`src/design/mann_whitney_exact_cdf_assert.svh`:
```
// ----------------------------------------------------------------------------
// mann_whitney_exact_cdf_assert.svh
// assertion macros shared by the rank-sum distribution block
// ----------------------------------------------------------------------------
`ifndef MANN_WHITNEY_EXACT_CDF_ASSERT_SVH
`define MANN_WHITNEY_EXACT_CDF_ASSERT_SVH

// same-cycle implication, checked outside reset
`define MWU_ASSERT_NOW(label, clk, rst_n, ante, cons, msg) \
    label: assert property (@(posedge clk) disable iff (!rst_n) (ante) |-> (cons)) \
        else $error(msg);

// next-cycle implication, checked outside reset
`define MWU_ASSERT_NEXT(label, clk, rst_n, ante, cons, msg) \
    label: assert property (@(posedge clk) disable iff (!rst_n) (ante) |=> (cons)) \
        else $error(msg);

`endif

```
`src/design/mwu_pkg.sv`:
```
`timescale 1ns / 1ps
// ----------------------------------------------------------------------------
// mwu_pkg
// shared widths, defaults and interface types of the rank-sum distribution block
// ----------------------------------------------------------------------------
package mwu_pkg;

    // field widths
    localparam int RANK_W  = 10;
    localparam int SIZE_W  = 5;
    localparam int COUNT_W = 30;
    localparam int PROB_W  = 32;

    // default sizing
    localparam int DEF_MAX_SAMPLE  = 16;
    localparam int DEF_TABLE_DEPTH = 257;

    // job handed to the table builder
    typedef struct packed {
        logic [SIZE_W-1:0] lo_size;
        logic [SIZE_W-1:0] hi_size;
        logic [RANK_W-1:0] u;
    } job_t;

    // status returned by the table builder
    typedef struct packed {
        logic               done;
        logic [COUNT_W-1:0] tail;
        logic [COUNT_W-1:0] total;
    } table_res_t;

endpackage

```
`src/design/mwu_div.sv`:
```
`timescale 1ns / 1ps
// ----------------------------------------------------------------------------
// mwu_div
// restoring divider, one quotient bit per cycle, gives floor(num * 2^32 / den), all ones if num >= den
// ----------------------------------------------------------------------------
module mwu_div (
    input  logic                         clk,
    input  logic                         rst_n,
    input  logic                         start,
    input  logic [mwu_pkg::COUNT_W-1:0]  num,
    input  logic [mwu_pkg::COUNT_W-1:0]  den,
    output logic                         done,
    output logic [mwu_pkg::PROB_W-1:0]   quot
);

    import mwu_pkg::*;

    localparam int CNT_W = $clog2(PROB_W);

    typedef enum logic [1:0] {D_IDLE, D_RUN, D_DONE} dstate_t;

    dstate_t            state_reg;
    logic [CNT_W-1:0]   cnt_reg;
    logic [COUNT_W-1:0] rem_reg;
    logic [COUNT_W-1:0] den_reg;
    logic [PROB_W-1:0]  quo_reg;

    logic [COUNT_W:0]   rem_shift;
    logic               fits;
    logic [COUNT_W-1:0] rem_next;

    // one restoring step; remainder stays below the divisor
    always_comb
    begin
        rem_shift = {rem_reg, 1'b0};
        fits      = rem_shift >= (COUNT_W + 1)'(den_reg);
        rem_next  = fits ? COUNT_W'(rem_shift - (COUNT_W + 1)'(den_reg))
                         : rem_shift[COUNT_W-1:0];
    end

    // sequencer and datapath registers
    always_ff @(posedge clk or negedge rst_n)
    begin
        if (!rst_n)
        begin
            state_reg <= D_IDLE;
            cnt_reg   <= '0;
            rem_reg   <= '0;
            den_reg   <= '0;
            quo_reg   <= '0;
        end
        else
        begin
            unique case (state_reg)
                D_IDLE:
                begin
                    if (start)
                    begin
                        den_reg <= den;
                        rem_reg <= num;
                        cnt_reg <= '0;
                        // quotient of one or more saturates
                        if (num >= den)
                        begin
                            quo_reg   <= '1;
                            state_reg <= D_DONE;
                        end
                        else
                        begin
                            quo_reg   <= '0;
                            state_reg <= D_RUN;
                        end
                    end
                end
                D_RUN:
                begin
                    rem_reg <= rem_next;
                    quo_reg <= {quo_reg[PROB_W-2:0], fits};
                    if (cnt_reg == CNT_W'(PROB_W - 1))
                    begin
                        state_reg <= D_DONE;
                    end
                    else
                    begin
                        cnt_reg <= cnt_reg + CNT_W'(1);
                    end
                end
                D_DONE:
                begin
                    state_reg <= D_IDLE;
                end
                default:
                begin
                    state_reg <= D_IDLE;
                end
            endcase
        end
    end

    assign done = (state_reg == D_DONE);
    assign quot = quo_reg;

endmodule

```
`config.mk`:
```
export PLATFORM = sky130hd
export DESIGN_NAME = mwu_div
export DESIGN_NICKNAME = d
export VERILOG_FILES = /design/src/design/mann_whitney_exact_cdf_assert.svh /design/src/design/mwu_pkg.sv /design/src/design/mwu_div.sv
export SDC_FILE = /design/constraint.sdc
export NUM_CORES = 1
export LEC_CHECK = 0
export BUFFER_PORTS_ARGS = -buffer_cell sky130_fd_sc_hd__buf_2
export CAP_MARGIN = 40
export CORE_ASPECT_RATIO = 1.4
export CORE_UTILIZATION = 56
export CTS_CLUSTER_SIZE = 25
export DETAILED_ROUTE_END_ITERATION = 10
export PLACE_DENSITY = 0.76
export SETUP_SLACK_MARGIN = 0.3
export SYNTH_ARGS = -nofsm -noshare
export SYNTH_HDL_FRONTEND = slang
export SYNTH_SLANG_ARGS = --single-unit
```
`constraint.sdc`:
```
create_clock -name clk -period 4.9 [get_ports clk]
set_clock_uncertainty 0.1 [all_clocks]
set_input_delay 0.245 -clock clk [delete_from_list [all_inputs] [get_ports clk]]
set_output_delay 0.245 -clock clk [all_outputs]
set_load 0.005 [all_outputs]
```
======== Yosys cells after proc, flatten, opt, wreduce, memory -nomap -nowiden ========
Cells that the tools add are included.
storage, ports and cells
  register bits after elaboration ......... 99
  input port bits ......................... 63
  output and inout port bits .............. 33
  word-level logic and storage cells ...... 34
cells by class
  add/sub/neg operators ................... 2
  magnitude comparators ................... 2
  eq/ne operators ......................... 6
  mux-type cells .......................... 13
  reductions and logical operators ........ 6
operators by type and width
  cell                                                                   number
  32-bit two-way mux                                                     2
  32-bit one-hot mux with 2 select lines                                 1
  30-bit two-way mux                                                     2
  30-bit one-hot mux with 2 select lines                                 1
  31-bit by 30-bit greater-or-equal comparator with 1-bit output         1
  30-bit greater-or-equal comparator                                     1
  30-bit subtractor                                                      1
  5-bit two-way mux                                                      2
  5-bit one-hot mux with 2 select lines                                  1
  2-bit two-way mux                                                      3
  2-bit != test, second input constant                                   3
  2-bit AND reduction                                                    3
  5-bit by 1-bit adder with 5-bit output, second input constant          1
  5-bit equality test, second input constant                             1
  2-bit one-hot mux with 2 select lines                                  1
  3-bit AND reduction                                                    1
  2-bit by 1-bit equality test with 1-bit output, second input constant  1
  2-bit equality test, second input constant                             1
  2-bit logical NOT                                                      1
  2-bit nonzero test                                                     1

======== Logic depth before layout (Yosys ltp) ========
  word-level depth ........................ 4
  depth in mapped cells ................... 13
  mapped depth without buffers ............ 10

======== Worst setup path after synthesis ========
OpenSTA, ideal clock, no wires.
  path kind ............................... flip-flop to flip-flop
  from .................................... register rem_reg[15]
  to ...................................... register rem_reg[15]
  setup time .............................. 137 ps
  arrival ................................. 2,307 ps
  data required time ...................... 4,663 ps
  path slack .............................. 2,356 ps
  stages on the path, launching flop included .. 12
  buffers on the path ..................... 2
  clock period less this slack ............ 2,544 ps
  cell sequence ........................... dfrtp_1 -> ha_1 -> a21o_1 -> a21o_1 -> a21o_1 -> a31o_2 -> a21oi_2 -> o21a_1 -> buf_6 -> buf_6 -> mux2i_1 -> a21oi_1
on the way
  word-level cells in the longest chain between the ends .. 3
ends and longest elaborated chain
  item                                                            line           source
  start: declaration                                              mwu_div.sv:24  logic [COUNT_W-1:0] rem_reg;
  start signal: assignment                                        mwu_div.sv:60  rem_reg <= num;
  start signal: assignment                                        mwu_div.sv:77  rem_reg <= rem_next;
  31-bit by 30-bit greater-or-equal comparator with 1-bit output  mwu_div.sv:36  fits = rem_shift >= (COUNT_W + 1)'(den_reg);
  30-bit two-way mux                                              mwu_div.sv:37  rem_next = fits ? COUNT_W'(rem_shift - (COUNT_W + 1)'(den_reg))
  30-bit one-hot mux with 2 select lines                          mwu_div.sv:54  unique case (state_reg)
Every way passes these cells.
A chain may end at the register's enable or synchronous reset.

======== Worst setup path in the final report ========
  from .................................... register rem_reg[15]
  to ...................................... register rem_reg[4]
Same word-level chain as after synthesis.

==> metrics.csv <==
stage;metric;value;unit
synthesis;seq_area_frac_synth;37.2;%
worst_setup_path;rr_endpoint;rem_reg[4]$_DFFE_PN0P_;
worst_setup_path;r2r-start;rem_reg[15]$_DFFE_PN0P_;
synthesis;synth_nets;860;
final_layout;drive_gt1_share;17.0;%
global_route;track_usage;29.2;%
floorplanning;io_pins;96;
sta;worst_slew_pin_slew;0.758;ns
run;cap_violations;0;
final_layout;n_fill_cell;982;
sta;fin_crit;3.35;ns
placement;gp_congestion;0.900;
power_and_ir_drop;power_density;886;nW/um^2
worst_setup_path;critical_path.endpoint;rem_reg[4]$_DFFE_PN0P_;
final_layout;nets;932;
synthesis;synth_flop_cell;dfrtp_1;
global_route;grt_start_max_net_pins;62;
final_layout;multi_input_area;3750;um^2
global_route;grt_pass1_wl;28100;um
global_route;grt_pass1_vias;5939;
floorplanning;start_util;58.2;%
floorplanning;dieWidth;94.2;um
synthesis;muxShareOfSynthArea;3.32;%
detailed_routing;via_count;5971;
detailed_routing;drtAntennaViolNets;0;
floorplanning;fp.dieH;131;um
cts;clk_latency;0.36;ns
final_layout;seqCellArea;2480;um^2
sta;slew-limit-headroom;49.4;%
floorplanning;dieArea;12300;um^2
synthesis;ys_warn_count;0;
synthesis;synthAdderAreaFrac;11.9;%
worst_setup_path;rrSetupSlack;1.55;ns
synthesis;synth_xor_area_share;3.55;%
synthesis;synth_area_per_cell;9.08;um^2
cts;cts_buffer_depth;2;
synthesis;synth_most_common_cell;dfrtp_1;
worst_setup_path;cp.arrival;3.46;ns
synthesis;synth_compound_area_share;25.5;%
synthesis;synth_top_family_by_area;compound AO/OA/AOI/OAI gates;
placement;dpl.cell_count;938;
cts;cts_tree;done;
sta;clock.fmax;298;MHz
detailed_routing;wl_per_cell;18.1;um
final_layout;flow.area_growth_from_synthesis;12.8;%
global_route;grt_overflow;0;
cts;cts-resized-gates;0;
detailed_routing;routed_wirelength;17300;um
cts;cts.reportedPaths.clkPinSlew;0.08;ns
detailed_routing;via_per_inst;6.25;
synthesis;synth_top_area_share;37.2;%
final_layout;largest_reg_flops;32;
worst_setup_path;ff2ff_path_depth;10;
power_and_ir_drop;p_leak;3.75;nW
power_and_ir_drop;worst_ir_drop_vdd;0.417;mV
synthesis;synthSimpleGateAreaFrac;11.4;%
outcome;status;completed;
worst_setup_path;critPathMaxFanout;23;
synthesis;syn_area;6660;um^2
synthesis;synth_cell_types;62;
detailed_routing;post-route-drc-count;0;
hold_path;hold_path.class;input pin to flip-flop;
sta;drv_slew;0;
final_layout;fin_util;65.6;%
synthesis;synth-edff-count;0;
floorplanning;fp-row-count;46;
cts;clock-sinks;99;
synthesis;synth_top_area_cell;dfrtp_1;
detailed_routing;drt_iter0_drc;258;
sta;fin_crit_sh;68.5;%
synthesis;synth_common_cells;dfrtp_1 (99), inv_1 (72), ha_1 (62);
synthesis;synth_area_leaders;dfrtp_1 (37%), ha_1 (12%), a221o_1 (4.7%);
worst_setup_path;cp-end-kind;flip-flop;
cts;cts_root_buffer;clkbuf_16;
worst_setup_path;start_kind;flip-flop;
global_route;antenna_found_initial;0;
placement;portBuffers;95;
synthesis;synth_async_sr_flop_share;100;%
final_layout;antennaDiodeCount;0;
detailed_routing;first_pass_iters;5;
sta;rsz0062_at_grt;no;
floorplanning;core_area;11500;um^2
sta;tns;0;ns
sta;hold_viol;0;
synthesis;ys_seq_elements;99;
worst_setup_path;path_class;flip-flop to flip-flop;
cts;cts_htree_levels;3;
worst_setup_path;required;5.00;ns
synthesis;syn_inst;734;
sta;setup_violations;0;
worst_setup_path;crit_start;rem_reg[15]$_DFFE_PN0P_;
cts;cts_buffers;9;
placement;place_hpwl;12700;um
final_layout;layout.cells.non_filler;955;
worst max-delay path: stages (launching register included):
cell     delay [ns]
dfrtp_1        0.40
ha_1           0.38
a21o_1         0.20
a21o_1         0.17
a21o_1         0.19
a31o_2         0.25
a21oi_2        0.22
o21a_1         0.52
buf_4          0.43
mux2i_1        0.23
a21oi_1        0.10
cell type report:
| class | count | area share, % |
|---|---|---|
| sequential | 99 | 33.0 |
| tap | 144 | 2.40 |
| clock buffer | 9 | 3.00 |
| clock inverter | 7 | 0.949 |
| multi-input combinational | 520 | 49.8 |
| timing repair buffer | 104 | 7.29 |
| inverter | 72 | 3.59 |
routing by layer:
metal | GRT usage, % | vias up | wire length (um) | part of all wire (%)
met5 | 0 | - | 0 | 0
met4 | 14.3 | 0 | 572 | 3.3
met2 | 54.0 | 181 | 9090 | 52
li1 | - | 2821 | - | -
met3 | 3.06 | 45 | 637 | 3.7
met1 | 33.2 | 2924 | 7020 | 41
how the worst min path moves through the flow:
stage	startpoint	to	slack (ns)	cells past startpoint
6_report	den[23]	den_reg[23]$_DFFE_PN0P_	0.004	3
5_1_grt	den[23]	den_reg[23]$_DFFE_PN0P_	0.01	3
4_1_cts	den[23]	den_reg[23]$_DFFE_PN0P_	0.003	3
3_5_place_dp	rst_n	quot[19]$_DFFE_PN0P_	0.15	1
3_3_place_gp	rst_n	quot[20]$_DFFE_PN0P_	0.15	1
2_1_floorplan	rst_n	cnt_reg[0]$_DFFE_PN0P_	-0.15	0
cell usage in the layout, fill, tap and decap left out, drive strengths merged, types with 2 or more instances in the layout:
master | Yosys | routed
o21ai | 62 | 62
inv | 72 | 76
or2 | 2 | 2
o31ai | 4 | 4
a211oi | 4 | 4
o211ai | 8 | 8
nor2 | 29 | 29
dfrtp | 99 | 99
nand3 | 15 | 15
nand4 | 11 | 11
o22a | 2 | 2
and3 | 14 | 14
xor2 | 10 | 10
o21bai | 3 | 3
o221ai | 2 | 2
a31o | 2 | 2
nand2 | 58 | 58
a221o | 31 | 31
clkbuf | 32 | 9
a311oi | 2 | 2
nor2b | 3 | 3
o211a | 2 | 2
o21a | 8 | 8
o22ai | 13 | 13
xnor2 | 17 | 17
ha | 62 | 62
buf | 11 | 103
a22oi | 2 | 2
clkinvlp | 0 | 2
a31oi | 14 | 14
nand3b | 2 | 2
a21oi | 56 | 56
a22o | 4 | 4
a21o | 24 | 24
nor3 | 6 | 6
nor4 | 3 | 3
or3 | 7 | 7
nand2b | 4 | 4
mux2i | 21 | 21
report_power, final:
group          internal [mW]  leakage, nW  switching, mW
clock                  0.360        0.139          0.359
combinational           1.83         2.39           2.57
sequential              1.25         1.22          0.295
per-stage QoR:
step,setup slack [ns],instance area [um^2],power (mW),hold WS [ns]
after CTS,1.56,7520,6.64,0.00276
after global placement,1.66,7210,5.75,0.147
after detailed placement,1.60,7210,5.89,0.151
final,1.55,7520,6.66,0.00395
after global routing,1.34,7520,7.20,0.0104
after floorplan,2.36,6660,4.89,-0.151
timing repair:
action                    in CTS  in global routing
hold buffers                   1                  0
hold endpoints to repair      38                  0
buffers inserted               0                  0
kinds of logic after synthesis:
family / after synthesis
compound gates: 251
simple gates: 157
buf+inv: 115
flops: 99
fa+ha+maj: 63
xor+xnor: 27
mux: 22
Note: power is estimated with default switching activity, not from simulation.
